[src/hdl/ffba_pkg.sv]
// ----------------------------------------------------------------------------
// First-fit block allocator package
// Default sizes, stream widths, status codes, request kinds and the run unit control bundle.
// ----------------------------------------------------------------------------
`default_nettype none

package ffba_pkg;

  // Default pool geometry
  localparam int FFBA_NUM_BLOCKS  = 32;
  localparam int FFBA_BLOCK_BYTES = 64;

  // Stream widths (whole bytes)
  localparam int FFBA_IN_W  = 24;
  localparam int FFBA_OUT_W = 56;

  // Result status codes
  localparam logic [2:0] ST_GRANTED    = 3'd0;
  localparam logic [2:0] ST_BAD_SIZE   = 3'd1;
  localparam logic [2:0] ST_NOT_ENOUGH = 3'd2;
  localparam logic [2:0] ST_NO_HANDLE  = 3'd3;
  localparam logic [2:0] ST_NO_RUN     = 3'd4;
  localparam logic [2:0] ST_FREED      = 3'd5;
  localparam logic [2:0] ST_BAD_HANDLE = 3'd6;

  // Request kinds
  localparam logic OP_ALLOC = 1'b0;
  localparam logic OP_FREE  = 1'b1;

  // Control from the sequencer to the run unit
  typedef struct packed {
    logic clear;     // start a new search
    logic step;      // take one block
    logic blk_free;  // the block being taken is free
  } ffba_run_ctrl_t;

endpackage

`default_nettype wire

[src/hdl/ffba_run_unit.sv]
// ----------------------------------------------------------------------------
// First-fit run unit
// Tracks the current run of free blocks, one block per step, and flags
// when the run covers the requested byte size.
// ----------------------------------------------------------------------------
`default_nettype none

module ffba_run_unit #(
  parameter int NUM_BLOCKS  = ffba_pkg::FFBA_NUM_BLOCKS,
  parameter int BLOCK_BYTES = ffba_pkg::FFBA_BLOCK_BYTES
) (
  input  wire logic                              clk,
  input  wire ffba_pkg::ffba_run_ctrl_t          ctrl,
  input  wire logic [$clog2(NUM_BLOCKS)-1:0]     idx,
  input  wire logic [15:0]                       size,
  output logic                                   hit,
  output logic [$clog2(NUM_BLOCKS)-1:0]          run_start,
  output logic [$clog2(NUM_BLOCKS+1)-1:0]        run_len
);

  import ffba_pkg::*;

  localparam int CNT_W  = $clog2(NUM_BLOCKS + 1);
  localparam int BYTE_W = $clog2(NUM_BLOCKS * BLOCK_BYTES + 1);

  logic [BYTE_W-1:0] run_bytes;

  // Run covers the request once its bytes reach the size
  assign hit = (32'(run_bytes) >= 32'(size));

  // Length and bytes grow together, a busy block restarts the run
  always_ff @(posedge clk) begin
    if (ctrl.clear) begin
      run_len   <= '0;
      run_bytes <= '0;
      run_start <= '0;
    end else if (ctrl.step) begin
      if (!ctrl.blk_free) begin
        run_len   <= '0;
        run_bytes <= '0;
      end else begin
        if (run_len == '0) begin
          run_start <= idx;
        end
        run_len   <= run_len + CNT_W'(1);
        run_bytes <= run_bytes + BYTE_W'(BLOCK_BYTES);
      end
    end
  end

endmodule

`default_nettype wire

[src/hdl/first_fit_block_allocator_core.sv]
// Allocate: accept, S_MUL, S_CHK, then the run scan, which visits one block and
//   one handle per cycle, then S_MARK and S_DONE; early rejects go from S_CHK to S_DONE.
// Free: handle table read at accept, then release in S_FREE, then the result in S_DONE.
// One request at a time: s_axis_tready is high only while the sequencer is idle.
// Reset (rst, synchronous) frees every block and handle and clears the totals;
//   the handle table is not cleared and is read only for busy handles.
// ----------------------------------------------------------------------------
// First-fit block allocator core
// Bookkeeping for a pool of equal blocks: first-fit allocate and free by handle.
// ----------------------------------------------------------------------------
`default_nettype none

module first_fit_block_allocator_core #(
  parameter int NUM_BLOCKS  = ffba_pkg::FFBA_NUM_BLOCKS,
  parameter int BLOCK_BYTES = ffba_pkg::FFBA_BLOCK_BYTES
) (
  input  wire logic                           clk,
  input  wire logic                           rst,
  // request stream
  input  wire logic                           s_axis_tvalid,
  output logic                                s_axis_tready,
  // size [15:0], handle [20:16], zero pad [23:21]
  input  wire logic [ffba_pkg::FFBA_IN_W-1:0] s_axis_tdata,
  // op [0]
  input  wire logic [0:0]                     s_axis_tuser,
  // result stream
  output logic                                m_axis_tvalid,
  input  wire logic                           m_axis_tready,
  // status [2:0], granted_handle [7:3], start_block [12:8], block_count [18:13],
  // byte_offset [29:19], granted_bytes [41:30], used_blocks [47:42],
  // used_handles [53:48], zero pad [55:54]
  output logic [ffba_pkg::FFBA_OUT_W-1:0]     m_axis_tdata
);

  import ffba_pkg::*;

  localparam int BLK_W  = $clog2(NUM_BLOCKS);
  localparam int CNT_W  = $clog2(NUM_BLOCKS + 1);
  localparam int BYTE_W = $clog2(NUM_BLOCKS * BLOCK_BYTES + 1);
  localparam int POOL   = NUM_BLOCKS * BLOCK_BYTES;

  // Sequencer states
  localparam logic [2:0] S_IDLE = 3'd0;
  localparam logic [2:0] S_MUL  = 3'd1;
  localparam logic [2:0] S_CHK  = 3'd2;
  localparam logic [2:0] S_SCAN = 3'd3;
  localparam logic [2:0] S_MARK = 3'd4;
  localparam logic [2:0] S_FREE = 3'd5;
  localparam logic [2:0] S_DONE = 3'd6;

  logic [2:0]            state;
  logic [NUM_BLOCKS-1:0] block_busy;
  logic [NUM_BLOCKS-1:0] handle_busy;
  logic [CNT_W-1:0]      busy_block_total;
  logic [CNT_W-1:0]      busy_handle_total;

  // Latched request
  logic [15:0]           req_size;
  logic [4:0]            req_handle;

  // Scan bookkeeping
  logic [CNT_W-1:0]      scan_i;
  logic                  hfound;
  logic [BLK_W-1:0]      hidx;
  logic [BYTE_W-1:0]     free_bytes;

  // Result held for formatting
  logic [2:0]            res_status;
  logic [4:0]            res_handle;
  logic [BLK_W-1:0]      res_start;
  logic [CNT_W-1:0]      res_count;

  // Handle table: first block and run length
  logic [BLK_W+CNT_W-1:0] hmem [NUM_BLOCKS];
  logic [BLK_W+CNT_W-1:0] hmem_rd;
  logic [BLK_W-1:0]       mem_first;
  logic [CNT_W-1:0]       mem_len;

  // Input decode
  logic                  accept;
  logic [31:0]           in_h_ext;
  logic [BLK_W-1:0]      in_hidx;
  logic [31:0]           req_h_ext;
  logic [BLK_W-1:0]      req_hidx;
  logic                  req_h_ok;
  logic [BLK_W-1:0]      scan_idx;

  // Run unit
  ffba_run_ctrl_t        run_ctrl;
  logic                  run_hit;
  logic [BLK_W-1:0]      run_start;
  logic [CNT_W-1:0]      run_len;

  // Range mask for mark and release
  logic [31:0]           rng_lo;
  logic [31:0]           rng_hi;
  logic [NUM_BLOCKS-1:0] rng_mask;

  // Output formatting
  logic [31:0]           fmt_start;
  logic [31:0]           fmt_cnt;
  logic [31:0]           fmt_hidx;
  logic [31:0]           fmt_off;
  logic [31:0]           fmt_bytes;
  logic [31:0]           fmt_ublk;
  logic [31:0]           fmt_uhdl;
  logic                  out_free;

  assign s_axis_tready = (state == S_IDLE);
  assign accept        = s_axis_tvalid && s_axis_tready;

  assign in_h_ext  = 32'(s_axis_tdata[20:16]);
  assign in_hidx   = in_h_ext[BLK_W-1:0];
  assign req_h_ext = 32'(req_handle);
  assign req_hidx  = req_h_ext[BLK_W-1:0];
  assign req_h_ok  = (req_h_ext < 32'(NUM_BLOCKS));
  assign scan_idx  = scan_i[BLK_W-1:0];
  assign fmt_hidx  = 32'(hidx);

  assign mem_first = hmem_rd[BLK_W+CNT_W-1:CNT_W];
  assign mem_len   = hmem_rd[CNT_W-1:0];

  // Run unit control
  always_comb begin
    run_ctrl.clear    = (state == S_CHK);
    run_ctrl.step     = (state == S_SCAN) && !run_hit && (scan_i != CNT_W'(NUM_BLOCKS));
    run_ctrl.blk_free = !block_busy[scan_idx];
  end

  ffba_run_unit #(
    .NUM_BLOCKS  (NUM_BLOCKS),
    .BLOCK_BYTES (BLOCK_BYTES)
  ) u_run_unit (
    .clk       (clk),
    .ctrl      (run_ctrl),
    .idx       (scan_idx),
    .size      (req_size),
    .hit       (run_hit),
    .run_start (run_start),
    .run_len   (run_len)
  );

  // Block range [lo, hi] of the run being marked or released
  always_comb begin
    if (state == S_FREE) begin
      rng_lo = 32'(mem_first);
      rng_hi = 32'(mem_first) + 32'(mem_len) - 32'd1;
    end else begin
      rng_lo = 32'(run_start);
      rng_hi = 32'(run_start) + 32'(run_len) - 32'd1;
    end
    for (int b = 0; b < NUM_BLOCKS; b++) begin
      rng_mask[b] = (32'(b) >= rng_lo) && (32'(b) <= rng_hi);
    end
  end

  // Handle table write on grant, registered read at accept
  always_ff @(posedge clk) begin
    if (state == S_MARK) begin
      hmem[hidx] <= {run_start, run_len};
    end
  end

  always_ff @(posedge clk) begin
    if (accept) begin
      hmem_rd <= hmem[in_hidx];
    end
  end

  // Result formatting products
  assign out_free  = !m_axis_tvalid || m_axis_tready;
  assign fmt_start = 32'(res_start);
  assign fmt_cnt   = 32'(res_count);
  assign fmt_off   = 32'(res_start) * 32'(BLOCK_BYTES);
  assign fmt_bytes = 32'(res_count) * 32'(BLOCK_BYTES);
  assign fmt_ublk  = 32'(busy_block_total);
  assign fmt_uhdl  = 32'(busy_handle_total);

  // Sequencer
  always_ff @(posedge clk) begin
    if (rst) begin
      state             <= S_IDLE;
      block_busy        <= '0;
      handle_busy       <= '0;
      busy_block_total  <= '0;
      busy_handle_total <= '0;
      m_axis_tvalid     <= 1'b0;
    end else begin
      // a new result in S_DONE takes over the output register itself
      if (m_axis_tvalid && m_axis_tready && (state != S_DONE)) begin
        m_axis_tvalid <= 1'b0;
      end
      case (state)
        S_IDLE: begin
          if (accept) begin
            req_size   <= s_axis_tdata[15:0];
            req_handle <= s_axis_tdata[20:16];
            state      <= (s_axis_tuser[0] == OP_FREE) ? S_FREE : S_MUL;
          end
        end
        S_MUL: begin
          free_bytes <= BYTE_W'((32'(NUM_BLOCKS) - 32'(busy_block_total))
                                * 32'(BLOCK_BYTES));
          state      <= S_CHK;
        end
        S_CHK: begin
          res_handle <= '0;
          res_start  <= '0;
          res_count  <= '0;
          scan_i     <= '0;
          hfound     <= 1'b0;
          if (req_size == 16'd0 || 32'(req_size) > 32'(POOL)) begin
            res_status <= ST_BAD_SIZE;
            state      <= S_DONE;
          end else if (32'(req_size) > 32'(free_bytes)) begin
            res_status <= ST_NOT_ENOUGH;
            state      <= S_DONE;
          end else if (busy_handle_total >= CNT_W'(NUM_BLOCKS)) begin
            res_status <= ST_NO_HANDLE;
            state      <= S_DONE;
          end else begin
            state <= S_SCAN;
          end
        end
        S_SCAN: begin
          if (run_hit && hfound) begin
            state <= S_MARK;
          end else if (scan_i == CNT_W'(NUM_BLOCKS)) begin
            // a free handle always exists here, so only the run can be missing
            res_status <= ST_NO_RUN;
            state      <= S_DONE;
          end else begin
            if (!hfound && !handle_busy[scan_idx]) begin
              hfound <= 1'b1;
              hidx   <= scan_idx;
            end
            scan_i <= scan_i + CNT_W'(1);
          end
        end
        S_MARK: begin
          block_busy        <= block_busy | rng_mask;
          handle_busy[hidx] <= 1'b1;
          busy_block_total  <= busy_block_total + run_len;
          busy_handle_total <= busy_handle_total + CNT_W'(1);
          res_status        <= ST_GRANTED;
          res_handle        <= fmt_hidx[4:0];
          res_start         <= run_start;
          res_count         <= run_len;
          state             <= S_DONE;
        end
        S_FREE: begin
          res_handle <= req_handle;
          if (req_h_ok && handle_busy[req_hidx]) begin
            block_busy            <= block_busy & ~rng_mask;
            handle_busy[req_hidx] <= 1'b0;
            busy_block_total      <= busy_block_total - mem_len;
            busy_handle_total     <= busy_handle_total - CNT_W'(1);
            res_status            <= ST_FREED;
            res_start             <= mem_first;
            res_count             <= mem_len;
          end else begin
            res_status <= ST_BAD_HANDLE;
            res_start  <= '0;
            res_count  <= '0;
          end
          state <= S_DONE;
        end
        S_DONE: begin
          // wait for the output register to be free
          if (out_free) begin
            m_axis_tvalid <= 1'b1;
            m_axis_tdata  <= {2'b00, fmt_uhdl[5:0], fmt_ublk[5:0], fmt_bytes[11:0],
                              fmt_off[10:0], fmt_cnt[5:0],
                              fmt_start[4:0], res_handle, res_status};
            state         <= S_IDLE;
          end
        end
        default: begin
          state <= S_IDLE;
        end
      endcase
    end
  end

endmodule

`default_nettype wire

[config.mk]
export PLATFORM = sky130hd
export DESIGN_NAME = first_fit_block_allocator_core
export DESIGN_NICKNAME = d
export VERILOG_FILES = /design/src/hdl/ffba_pkg.sv /design/src/hdl/ffba_run_unit.sv /design/src/hdl/first_fit_block_allocator_core.sv
export SDC_FILE = /design/constraint.sdc
export NUM_CORES = 1
export LEC_CHECK = 0
export BUFFER_PORTS_ARGS = -buffer_cell sky130_fd_sc_hd__buf_2
export CAP_MARGIN = 5
export CORE_AREA = 2 2 213 215
export DETAILED_ROUTE_END_ITERATION = 10
export DIE_AREA = 0 0 215 217
export PLACE_DENSITY = 0.81
export SYNTH_ARGS = -nofsm -noshare
export SYNTH_HDL_FRONTEND = slang
export SYNTH_SLANG_ARGS = --single-unit
[constraint.sdc]
create_clock -name clk -period 3.8 [get_ports clk]
set_clock_uncertainty 0.1 [all_clocks]
set_input_delay 0.57 -clock clk [delete_from_list [all_inputs] [get_ports clk]]
set_output_delay 0.57 -clock clk [all_outputs]
set_load 0.03 [all_outputs]
======== Word level (Yosys, flattened, before mapping) ========
Memory sizes are Yosys's and may differ from the RTL's. A register that Yosys moved wholly into a read port is not among the register bits.
Cells that the tools add are included.
operators by class
  add/sub/neg operators ................... 12
  order comparisons ....................... 74
  equal/unequal tests ..................... 18
  muxes and demuxes ....................... 55
  bitwise operators ....................... 10
  reduce and logical (&&, ||, !) cells .... 67
operators with widths
  operator                                                            number
  greater-or-equal comparator 5 x 32 -> 1 bit (first input constant)  16
  <= comparator 5 x 32 -> 1 bit (first input constant)                16
  greater-or-equal comparator 4 x 32 -> 1 bit (first input constant)  8
  <= comparator 4 x 32 -> 1 bit (first input constant)                8
  greater-or-equal comparator 3 x 32 -> 1 bit (first input constant)  4
  <= comparator 3 x 32 -> 1 bit (first input constant)                4
  one-hot mux 32 bit (2 select lines)                                 2
  2-to-1 mux 32 bit                                                   3
  bitwise AND 32 bit                                                  2
  greater-or-equal comparator 1 x 32 -> 1 bit (first input constant)  2
  greater-or-equal comparator 2 x 32 -> 1 bit (first input constant)  2
  <= comparator 1 x 32 -> 1 bit (first input constant)                2
  <= comparator 2 x 32 -> 1 bit (first input constant)                2
  inverter 32 bit                                                     2
  bitwise OR 32 bit                                                   2
  logical AND 1 bit                                                   42
  2-to-1 mux 3 bit                                                    13
  2-to-1 mux 6 bit                                                    6
  one-hot mux 6 bit (2 select lines)                                  3
  one-hot mux 5 bit (3 select lines)                                  2
  < comparator 5 x 6 -> 1 bit (second input constant)                 4
  adder 6 x 1 -> 6 bit (second input constant)                        3
  one-hot mux 3 bit (6 select lines)                                  1
  one-hot mux 6 bit (3 select lines)                                  1
  44 further kinds                                                    86
word-level totals
  bits in registers ....................... 203
  memory bits (writable) .................. 352
  output and inout port bits .............. 58
  logic and storage cells ................. 257
  memories kept ........................... 1
memories
  memory  words  bits a word  rd ports  clocked after Yosys merged registers in  wr ports  line                                  RTL
  hmem    32     11           1         1                                        1         first_fit_block_allocator_core.sv:74  logic [BLK_W+CNT_W-1:0] hmem [NUM_BLOCKS];

======== Depth between registers and ports, before layout ========
Gate-level depths: netlist (run 1).
  depth in word-level cells ............... 9
  gate-level depth with buffers ........... 15

======== Modules after synthesis ========
A second synthesis (run 1) with hierarchy kept.
second synthesis, totals
  cell total of the unflattened synthesis .. 1647
  area total of the unflattened synthesis .. 24506.0 µm²
by module, submodules not included
  module                          instances  cells each  area each (µm²)
  first_fit_block_allocator_core  1          1526        23497.5
  ffba_run_unit                   1          121         1008.5

======== Least setup slack after synthesis (run 1) ========
Ideal clock, no wire load.
  kind .................................... reg2reg
  start ................................... reg u_run_unit.run_len[2]
  end ..................................... reg block_busy[2]
  data arrival time ....................... 3347 ps
  data required time ...................... 3628 ps
  slack ................................... 282 ps
  cell stages (with the launch flop) ...... 13
  path buffers ............................ 1
  period minus slack after synthesis ...... 3518 ps
  cells stage by stage .................... dfxtp_1 -> inv_1 -> ha_1 -> inv_1 -> ha_1 -> a211oi_1 -> nor2_1 -> o311ai_0 -> a32o_1 -> nand2_1 -> buf_2 -> o2111ai_1 -> mux2i_1
on the way
  cells in the longest elaborated chain, start to end .. 9
  elaborated cells on any way between the ends .. 10
ends and longest elaborated chain
  element                                line                                   RTL
  from (decl)                            ffba_run_unit.sv:18                    output logic [$clog2(NUM_BLOCKS+1)-1:0] run_len
  from (signal assigned)                 ffba_run_unit.sv:45                    run_len <= run_len + CNT_W'(1);
  adder 5 x 6 -> 7 bit *                 first_fit_block_allocator_core.sv:150  rng_hi = 32'(run_start) + 32'(run_len) - 32'd1;
  subtractor 7 x 1 -> 8 bit *            first_fit_block_allocator_core.sv:150
  2-to-1 mux 32 bit *                    first_fit_block_allocator_core.sv:145  if (state == S_FREE) begin
  <= comparator 2 x 32 -> 1 bit *        first_fit_block_allocator_core.sv:153  rng_mask[b] = (32'(b) >= rng_lo) && (32'(b) <= rng_hi);
  logical AND 1 bit *                    first_fit_block_allocator_core.sv:153
  inverter 32 bit                        first_fit_block_allocator_core.sv:254  block_busy <= block_busy & ~rng_mask;
  bitwise AND 32 bit                     first_fit_block_allocator_core.sv:254
  2-to-1 mux 32 bit                      first_fit_block_allocator_core.sv:253  if (req_h_ok && handle_busy[req_hidx]) begin
  one-hot mux 32 bit (2 select lines) *  first_fit_block_allocator_core.sv:193  case (state)
  to (signal assigned)                   first_fit_block_allocator_core.sv:241  block_busy <= block_busy | rng_mask;
  to (signal assigned)                   first_fit_block_allocator_core.sv:254
  to (decl)                              first_fit_block_allocator_core.sv:52   logic [NUM_BLOCKS-1:0] block_busy;
Every way passes the cells marked *; elsewhere a longest branch is shown, timed or not. The select of a mux whose other input is x is not followed.
A chain may end at the register's enable or synchronous reset.

======== Final worst setup path (run 1) ========
  start ................................... reg hmem_rd[7] (read register of hmem)
  end ..................................... reg block_busy[31]
on the way
  cells in the longest elaborated chain, start to end .. 9
  elaborated cells on any way between the ends .. 12
ends and longest elaborated chain
  element                                line                                   RTL
  from (decl)                            first_fit_block_allocator_core.sv:75   logic [BLK_W+CNT_W-1:0] hmem_rd;
  adder 5 x 6 -> 7 bit                   first_fit_block_allocator_core.sv:147  rng_hi = 32'(mem_first) + 32'(mem_len) - 32'd1;
  subtractor 7 x 1 -> 8 bit              first_fit_block_allocator_core.sv:147
  2-to-1 mux 32 bit                      first_fit_block_allocator_core.sv:145
  <= comparator 5 x 32 -> 1 bit          first_fit_block_allocator_core.sv:153
  logical AND 1 bit *                    first_fit_block_allocator_core.sv:153
  inverter 32 bit                        first_fit_block_allocator_core.sv:254
  bitwise AND 32 bit                     first_fit_block_allocator_core.sv:254
  2-to-1 mux 32 bit                      first_fit_block_allocator_core.sv:253
  one-hot mux 32 bit (2 select lines) *  first_fit_block_allocator_core.sv:193
Marked as above.

==> results by group, run 1 <==
Outcome
  – Outcome: complete, no violations

Pwr
  – Worst-case vdd ir drop: 0.390 mV
  – Pwr Density: 576 nW/um^2
  – P_leak: 9.71 nW
  – Final Power: 15.6 mW

Clock tree
  – Clock latency on the worst-skew pair: 0.63 ns
  – TritonCTS Buffers: 52
  – Htree depth: 2
  – Clock-pin slew on the worst setup and hold paths: 0.06 ns
  – Clock Path Buffers: 3
  – Post-CTS Setup Bufs: 0
  – Clk Tree Root Cell: clkbuf_16
  – Num Clock Sinks: 549
  – CTS tree: built

GRT
  – Initial antenna violation count: 3
  – Gr ovfl total: 0
  – Largest net degree at the start of global routing: 44
  – First-pass GRT wire length: 88,600 um
  – GR Util All Layers: 25.4%
  – Vias in the first global route: 14.5k

Synthesis
  – Syn avg cell area: 14.9 um^2
  – Seq/Total Area, Yosys: 64.2%
  – Mapped Area: 24,200 um^2
  – Post-synthesis cell count: 1,620
  – Async S/R FF share, synth: 0%
  – Yosys cell types: 76
  – Synth Register Bits: 549
  – Ys flop type: edfxtp_1
  – Number of enable flip-flop cells after synthesis: 452
  – Syn. warnings: 0

Die
  – FP Rows: 78
  – Die width: 215 um
  – Die Height: 217 um
  – Core area: 44,700 um^2
  – Die area: 46,700 um^2
  – Starting Density: 54.1%
  – Num ports: 87

Run
  – Max_cap viols: 0

Critical path
  – Worst path required time: 4.22 ns
  – CP delay by family, top: compound AO/OA/AOI/OAI gates
  – Critical Path Start Type: flip-flop
  – Worst path arrival time: 4.04 ns
  – Worst-path cell chain: inv_1, ha_1, inv_1, ha_1, a211oi_1, nor2_1, o21ai_0, nand2_1, o311ai_1, a21oi_1, a211oi_1
  – Crit path buffers/inverters: 2
  – CP peak stage delay: 0.62 ns
  – CP Class: flip-flop to flip-flop
  – Crit path capture type: flip-flop
  – Max stage delay cell, worst path: o311ai_1
  – CP Max Fanout: 5

Drt
  – First-pass DRT Iterations: 6
  – Vias: 14.6k
  – Antenna-violating nets left: 0
  – Routed WL per cell: 24.9 um
  – DRC: 0
  – Vias per cell: 6.21
  – Initial DRC Count: 1,699
  – Final Routed Wirelength: 58,400 um

Placed design
  – Routability Congestion: 0.939
  – Pre-CTS setup slack: 0.277 ns
  – Placed Area: 25,200 um^2
  – Hpwl dp: 37,200 um
  – Cell count after placement: 2,247
  – PortBufs: 69

Finish
  – Share of cells above drive strength 1: 20.9%
  – ANT cells: 0
  – Commonest non-fill, non-tap cell in the layout: edfxtp_1
  – # fillers: 3,225
  – Total Nets Final: 1,785
  – Util after Layout: 60.6%
  – Area Growth Syn to Fin: 12.0%
  – Final instance area: 27,100 um^2
  – Most frequent cells in the layout: 452 x edfxtp_1, 128 x mux4_2, 123 x nand2_1, 104 x inv_1, 97 x dfxtp_1
  – Final instance count without filler cells: 2,343

STA
  – Slew @ Worst Pin: 1.20 ns
  – Relative slew slack: 19.0%
  – Max-slew violations: 0
  – Aggregate negative setup slack: 0 ns
  – Final setup vio count: 0
  – Hold slack: 0.0363 ns
  – Share of the clock period used by the worst path: 95.4%
  – RSZ-0062 raised after global routing: no
  – Post-route setup slack: 0.175 ns
  – Final Critical Period: 3.62 ns
  – Fin. Hold Viols: 0
  – Fmax: 0.276 GHz

Min path
  – Worst Hold Class: primary input to flip-flop
[logic make-up (layout without fill, tap and decap cells)]
logic type               Yosys count  after routing  share of synthesized area, %
AO/OA/AOI/OAI                    260            260                          6.83
adder cells (fa/ha/maj)           55             55                          2.97
XOR/XNOR                          28             28                          1.01
AND/OR/NAND/NOR                  315            315                          5.99
other                              1             14                        0.0155
flip-flops                       549            549                          64.2
multiplexers                     203            203                          15.1
buffers and inverters            209            319                          3.87
[final timing paths]
check             slack (ns)            start                to  cells past startpoint
hold reg to reg         0.32     res_start[1]  m_axis_tdata[26]                      0
setup / recovery        0.18       hmem_rd[7]    block_busy[31]                     11
setup reg to reg        0.18       hmem_rd[7]    block_busy[31]                     11
hold / removal          0.04  s_axis_tdata[8]       req_size[8]                      1
[state kept, by name, indices dropped and copies added (netlist names), 11 cells and up]
name	cells
req_size	16
block_busy	32
hmem	352
handle_busy	32
m_axis_tdata	31
hmem_rd	11
[routing by layer]
metal	vias up	part of all wire (%)	global-route usage [%]
met2	779	48	41.2
met5	-	0	0
li1	6342	-	-
met1	7289	39	33.7
met3	148	8.6	4.91
met4	0	4.5	11.3
[synth_stat cells (all sizes together), types with 9 or more instances]
master | number | area [um^2]
ha | 51 | 638
mux4 | 128 | 2880
dfxtp | 97 | 1940
nor3 | 21 | 110
a21o | 11 | 82.6
a211oi | 18 | 140
inv | 105 | 394
edfxtp | 452 | 13600
mux2 | 13 | 146
a21oi | 71 | 355
or3 | 9 | 56.3
o211ai | 11 | 82.6
xnor2 | 16 | 140
a31oi | 9 | 71.3
xor2 | 12 | 105
o22ai | 21 | 131
o21ai | 66 | 330
nand3 | 30 | 155
buf | 63 | 387
clkbuf | 41 | 154
mux2i | 62 | 628
nand2 | 124 | 465
nor2 | 78 | 293
[power by group]
| part | switching, mW | internal, mW |
|---|---|---|
| registers | 0.196 | 6.89 |
| logic | 1.84 | 1.07 |
| clock network | 2.30 | 3.30 |
[area by class of cell]
cell class | instances | area (um^2) | share of cell area (%)
well taps | 600 | 751 | 2.77
repair buffers | 118 | 772 | 2.85
multi-input cells | 875 | 7780 | 28.8
inverters | 105 | 394 | 1.46
clock buffers | 59 | 1340 | 4.94
clock inverters | 37 | 513 | 1.90
flip-flops and latches | 549 | 15500 | 57.3
[repair_timing]
action / in CTS / in global routing
endpoints found under the setup margin: 0 / 10
hold buffers: 0 / 0
resized for setup: 0 / 2
Note: power is estimated with default switching activity, not from simulation.
==> run 2: changes to the inputs <==
--- a/config.mk
+++ b/config.mk
@@ -7,10 +7,12 @@
 export LEC_CHECK = 0
 export BUFFER_PORTS_ARGS = -buffer_cell sky130_fd_sc_hd__buf_2
 export CAP_MARGIN = 5
-export CORE_AREA = 2 2 213 215
+export CELL_PAD_IN_SITES_DETAIL_PLACEMENT = 1
+export CELL_PAD_IN_SITES_GLOBAL_PLACEMENT = 1
+export CORE_AREA = 2 2 228 230
 export DETAILED_ROUTE_END_ITERATION = 10
-export DIE_AREA = 0 0 215 217
-export PLACE_DENSITY = 0.81
+export DIE_AREA = 0 0 230 232
+export PLACE_DENSITY = 0.83
 export SYNTH_ARGS = -nofsm -noshare
 export SYNTH_HDL_FRONTEND = slang
 export SYNTH_SLANG_ARGS = --single-unit
==> results by group, run 2 (synthesis results as in run 1) <==
Outcome
  – Outcome: complete, no violations

Drt
  – Final Routed Wirelength: 66,500 um (+14%)
  – First-pass DRT Iterations: 5 (-1)
  – Vias per cell: 6.10 (-1.7%)
  – DRC: 0 (unchanged)
  – Antenna-violating nets left: 0 (unchanged)
  – Initial DRC Count: 1,354 (-20%)
  – Routed WL per cell: 27.3 um (+9.7%)
  – Vias: 14.8k (+2.0%)

STA
  – Fin. Hold Viols: 0 (unchanged)
  – Share of the clock period used by the worst path: 93.2% (-2.2 points)
  – Final Critical Period: 3.54 ns (-0.0845 ns)
  – Aggregate negative setup slack: 0 ns (unchanged)
  – RSZ-0062 raised after global routing: no
  – Max-slew violations: 0 (unchanged)
  – Final setup vio count: 0 (unchanged)
  – Fmax: 0.282 GHz (+2.4%)
  – Relative slew slack: 30.5% (+12 points)
  – Slew @ Worst Pin: 1.04 ns (-0.158 ns)

Die
  – Die area: 53,400 um^2 (+14%)
  – FP Rows: 83 (+6.4%)
  – Num ports: 87 (unchanged)
  – Starting Density: 47.5% (-6.6 points)
  – Die Height: 232 um (+6.9%)
  – Core area: 50,900 um^2 (+14%)
  – Die width: 230 um (+7.0%)

Critical path
  – CP peak stage delay: 0.45 ns (-0.17 ns)
  – Crit path buffers/inverters: 2 (unchanged)
  – Crit. Startpoint: hmem_rd[7]
  – CP Class: flip-flop to flip-flop
  – Worst path required time: 4.21 ns (about the same)
  – R2r startpoint: hmem_rd[7]
  – CP delay by family, top: compound AO/OA/AOI/OAI gates
  – RR Endpoint: block_busy[12]
  – Worst reg-to-reg setup slack: 0.26 ns (+0.08 ns)
  – Crit path capture type: flip-flop
  – Levels on crit path: 12 (+1)
  – Worst path arrival time: 3.95 ns (-0.09 ns)
  – Critical Path Start Type: flip-flop
  – Worst-path cell chain: inv_1, ha_1, inv_1, ha_1, fa_1, a211oi_1, nor2_1, o2bb2ai_1, a32o_2, nand2_2, o211ai_1, mux2i_1
  – Worst setup endpoint: block_busy[12]
  – CP Max Fanout: 13 (+8)
  – Max stage delay cell, worst path: edfxtp_1
  – FF-to-FF path depth: 12 (+1)

GRT
  – Initial antenna violation count: 1 (-2)
  – First-pass GRT wire length: 100,000 um (+13%)
  – Vias in the first global route: 15.8k (+9.4%)
  – GR Util All Layers: 25.1% (-0.23 points)
  – Largest net degree at the start of global routing: 46 (+4.5%)
  – Gr ovfl total: 0 (unchanged)

Run
  – Max_cap viols: 0 (unchanged)

Finish
  – Top flop regs: hmem x352, block_busy x32, handle_busy x32
  – Final instance count without filler cells: 2,432 (+3.8%)
  – Total Nets Final: 1,792 (+0.39%)
  – Most frequent cells in the layout: 452 x edfxtp_1, 128 x mux4_2, 123 x nand2_1, 104 x inv_1, 97 x dfxtp_1
  – Max reg flops: 352 (unchanged)
  – Final instance area: 27,100 um^2 (+0.14%)
  – ANT cells: 0 (unchanged)
  – Multi-input gate area: 7800 um^2 (+0.18%)
  – Area Growth Syn to Fin: 12.1%
  – Area occupied by registers: 15,500 um^2 (unchanged)
  – Largest Register: hmem
  – # fillers: 4,916 (+52%)
  – Commonest non-fill, non-tap cell in the layout: edfxtp_1
  – Share of cells above drive strength 1: 20.9% (about the same)

Placed design
  – Routability Congestion: 0.889 (-5.3%)
  – Hpwl dp: 43,600 um (+17%)
  – PortBufs: 69 (unchanged)
  – Placed Area: 25,300 um^2 (+0.50%)
  – Cell count after placement: 2,332 (+3.8%)

Min path
  – Worst Hold Class: primary input to flip-flop
  – Min-Delay Startpoint: s_axis_tdata[7]

Clock tree
  – Num Clock Sinks: 549 (unchanged)
  – Clock-pin slew on the worst setup and hold paths: 0.06 ns (about the same)
  – CTS tree: built
  – Post-CTS Hold Fix Bufs: 0 (unchanged)
  – Clock Path Buffers: 3 (unchanged)
  – TritonCTS Buffers: 54 (+3.8%)
  – Htree depth: 2 (unchanged)
  – Clock latency on the worst-skew pair: 0.64 ns (about the same)
  – Post-CTS Setup Bufs: 0 (unchanged)
  – Clk Tree Root Cell: clkbuf_16

Pwr
  – P_leak: 9.72 nW (+0.11%)
  – Pwr Density: 569 nW/um^2 (-1.2%)
  – Worst-case vdd ir drop: 0.365 mV (-6.4%)
run 2: cell count changes in the layout (fill, tap and decap cells not counted), sizes merged:
cell / delta
clkinvlp: -7
buf: +5
inv: -1
clkbuf: +6
clkinv: +13
bufinv: -7
run 2: power by group:
| part | switching, mW | internal, mW | total [mW] | leakage [nW] |
|---|---|---|---|---|
| logic | 1.91 | 1.08 | 2.98 | 3.91 |
| clock network | 2.37 | 2.99 | 5.36 | 0.857 |
| registers | 0.202 | 6.89 | 7.09 | 4.96 |
| total | 4.48 | 11.0 | 15.4 | 9.72 |
run 2: timing repair:
action	in CTS	in global routing
endpoints found under the setup margin	2	12
hold endpoints to repair	0	0
gates resized for setup	1	3
run 2: worst min path at each step:
stage / endpoint / cells after the start
after floorplan: m_axis_tdata[0] / 0
after global placement: m_axis_tdata[28] / 0
after detailed placement: m_axis_tdata[39] / 0
after CTS: req_size[8] / 1
after global routing: req_size[5] / 1
final: req_size[7] / 1
run 2: stage by stage:
stage	power [mW]	util, %	setup WS [ns]	hold slack (ns)
after global placement	9.93	49.8	0.181	0.302
final	15.4	53.3	0.260	0.0233
after CTS	15.4	53.2	0.133	0.00929
after detailed placement	10.1	49.8	0.0450	0.306
after global routing	15.9	53.3	0.0502	0.00380
after floorplan	9.16	-	0.282	0.300
run 2: area by class of cell:
class                   count  area share (%)
inverters                 105            1.45
multi-input cells         875            28.8
repair buffers            123            2.94
clock buffers              65            5.33
well taps                 680            3.14
flip-flops and latches    549            57.2
clock inverters            35            1.13
run 2: layer usage:
| layer | vias up | global-route usage [%] | share of wire, % |
|---|---|---|---|
| met5 | - | 0 | 0 |
| met3 | 174 | 3.61 | 5.8 |
| li1 | 6358 | - | - |
| met1 | 7681 | 32.3 | 40 |
| met2 | 634 | 42.5 | 50 |
| met4 | 0 | 11.3 | 4.4 |
==> run 3: changes to the inputs <==
--- a/config.mk
+++ b/config.mk
@@ -12,7 +12,9 @@
 export CORE_AREA = 2 2 228 230
 export DETAILED_ROUTE_END_ITERATION = 10
 export DIE_AREA = 0 0 230 232
-export PLACE_DENSITY = 0.83
+export MAX_ROUTING_LAYER = met4
+export PLACE_DENSITY_LB_ADDON = 0.3
+export SETUP_SLACK_MARGIN = 0.4
 export SYNTH_ARGS = -nofsm -noshare
 export SYNTH_HDL_FRONTEND = slang
 export SYNTH_SLANG_ARGS = --single-unit
==> results by group, run 3 (synthesis results as in run 1) <==
Outcome
  – Outcome: complete, no violations

Critical path
  – Worst-path cell chain: inv_1, ha_1, inv_1, ha_1, fa_1, a211oi_2, nor3_1, o2bb2ai_1, a32o_2, buf_4, and3_1, nor4_1, mux2i_1
  – Max stage delay cell, worst path: edfxtp_1
  – CP Class: flip-flop to flip-flop
  – Worst path arrival time: 3.76 ns (-0.19 ns)
  – Critical Path Start Type: flip-flop
  – CP Max Fanout: 10 (-3)
  – CP peak stage delay: 0.45 ns (about the same)
  – Worst path required time: 4.24 ns (+0.03 ns)
  – Crit path capture type: flip-flop

Drt
  – First-pass DRT Iterations: 5 (unchanged)
  – WL met1: 26,900 um (+0.85%)
  – Final Routed Wirelength: 63,700 um (-4.1%)
  – Routed WL per cell: 25.9 um (-5.4%)
  – Met2 WL: 30,700 um (-6.7%)
  – DRC: 0 (unchanged)
  – Vias per cell: 5.90 (-3.4%)
  – Antenna-violating nets left: 0 (unchanged)
  – Vias: 14.5k (-2.1%)
  – Initial DRC Count: 1,107 (-18%)
  – WL met3: 3640 um (-6.4%)
  – Highest Signal Layer: met4

Finish
  – Final instance area: 27,600 um^2 (+1.9%)
  – Commonest non-fill, non-tap cell in the layout: edfxtp_1
  – Share of cells above drive strength 1: 22.3% (+1.4 points)
  – ANT cells: 0 (unchanged)
  – Max reg flops: 352 (unchanged)
  – Most frequent cells in the layout: 452 x edfxtp_1, 128 x mux4_2, 123 x nand2_1, 104 x inv_1, 92 x dfxtp_1
  – Area occupied by registers: 15,500 um^2 (about the same)
  – Area Growth Syn to Fin: 14.3%
  – Largest Register: hmem
  – Total Nets Final: 1,821 (+1.6%)
  – Multi-input gate area: 7850 um^2 (+0.64%)
  – Top flop regs: hmem x352, block_busy x32, handle_busy x32
  – # fillers: 4,844 (-1.5%)

GRT
  – First-pass GRT wire length: 96,300 um (-3.8%)
  – Gr ovfl total: 0 (unchanged)
  – Initial antenna violation count: 0 (-1)
  – Vias in the first global route: 15.2k (-3.8%)
  – Largest net degree at the start of global routing: 43 (-6.5%)
  – GR Util All Layers: 25.0% (-0.16 points)

Die
  – Die width: 230 um (unchanged)
  – FP Rows: 83 (unchanged)
  – Starting Density: 47.5% (unchanged)
  – Die Height: 232 um (unchanged)
  – Num ports: 87 (unchanged)
  – Core area: 50,900 um^2 (unchanged)
  – Die area: 53,400 um^2 (unchanged)

Placed design
  – Pre-CTS setup slack: 0.182 ns (+0.137 ns)
  – Hpwl dp: 42,100 um (-3.4%)
  – Placed Area: 25,400 um^2 (+0.34%)
  – PortBufs: 69 (unchanged)
  – Routability Congestion: 0.897 (+0.91%)

Clock tree
  – Clock Path Buffers: 3 (unchanged)
  – TritonCTS Buffers: 58 (+7.4%)
  – Num Clock Sinks: 549 (unchanged)
  – Clock-pin slew on the worst setup and hold paths: 0.06 ns (about the same)
  – CTS tree: built
  – Htree depth: 2 (unchanged)
  – Clk Tree Root Cell: clkbuf_16
  – Clock latency on the worst-skew pair: 0.64 ns (about the same)

STA
  – Post-route setup slack: 0.474 ns (+0.215 ns)
  – Max-slew violations: 0 (unchanged)
  – Fin. Hold Viols: 0 (unchanged)
  – RSZ-0062 raised after global routing: yes
  – Hold slack: 0.0362 ns (+0.0129 ns)
  – Relative slew slack: 36.9% (+6.4 points)
  – Fmax: 0.301 GHz (+6.5%)
  – Share of the clock period used by the worst path: 87.5% (-5.6 points)
  – Final Critical Period: 3.33 ns (-0.215 ns)
  – Final setup vio count: 0 (unchanged)
  – Slew @ Worst Pin: 0.946 ns (-0.0954 ns)
  – Aggregate negative setup slack: 0 ns (unchanged)

Pwr
  – Combinational power share: 19.3% (about the same)
  – Internal power: 11.3 mW (+2.7%)
  – Clock group share of total power: 35.8% (+1.1 points)
  – Sw Ratio: 28.6% (-0.42 points)
  – Pwr Density: 571 nW/um^2 (+0.22%)
  – P_leak: 9.95 nW (+2.4%)
  – Worst-case vdd ir drop: 0.347 mV (-5.0%)
  – Sw power: 4.51 mW (+0.66%)
  – Final Power: 15.8 mW (+2.1%)
  – Sequential fraction of design power: 44.9% (-1.1 points)

Run
  – Max_cap viols: 0 (unchanged)

Min path
  – Worst Hold Class: primary input to flip-flop
run 3: area by class of cell:
class                   count  share of cell area (%)
inverters                 105                    1.43
flip-flops and latches    549                    56.2
multi-input cells         875                    28.4
well taps                 680                    3.08
clock inverters            32                    1.17
repair buffers            148                    3.97
clock buffers              76                    5.75
run 3: metal layers:
metal	up-vias	global-route usage, %
met4	0	10.0
met1	7505	32.4
li1	6422	-
met2	483	39.7
met3	122	3.97
met5	-	-
run 3: repair_timing:
action,in CTS,in global routing
pin swaps,0,1
hold buffers,15,0
hold endpoints to repair,15,0
endpoints found under the setup margin,20,36
cloned,0,0
setup buffers,0,6
gates resized for setup,5,11
run 3: metrics by stage:
stage / cells / util [%]
after CTS: 2459 / 54.0
final: 2465 / 54.3
after global routing: 2465 / 54.3
after detailed placement: 2336 / 50.0
after floorplan: 1633 / -
after global placement: 2336 / 50.0
run 3: final timing paths:
path | slack [ns] | start | depth (start not counted) | end
setup / recovery | 0.47 | hmem_rd[6] | 13 | block_busy[3]
hold / removal | 0.04 | s_axis_tdata[8] | 1 | req_size[8]
setup reg to reg | 0.47 | hmem_rd[6] | 13 | block_busy[3]
hold reg to reg | 0.32 | res_start[1] | 0 | m_axis_tdata[26]
run 3: power groups by stage:
stage	Combinational, mW	Clock (mW)	Sequential [mW]
2_1_floorplan	1.94	0	7.21
3_3_place_gp	2.78	0	7.19
3_5_place_dp	2.88	0	7.21
4_1_cts	2.93	5.72	7.08
5_1_grt	3.29	5.95	7.10
6_report	3.03	5.64	7.08
run 3: worst max-delay path, delay by kind of cell, from the launching register on:
| family | cells | cell delay (ns) |
|---|---|---|
| compound gates | 3 | 0.75 |
| fa+ha+maj | 3 | 0.81 |
| flops | 1 | 0.45 |
| buf+inv | 3 | 0.38 |
| simple gates | 3 | 0.52 |
| mux | 1 | 0.21 |
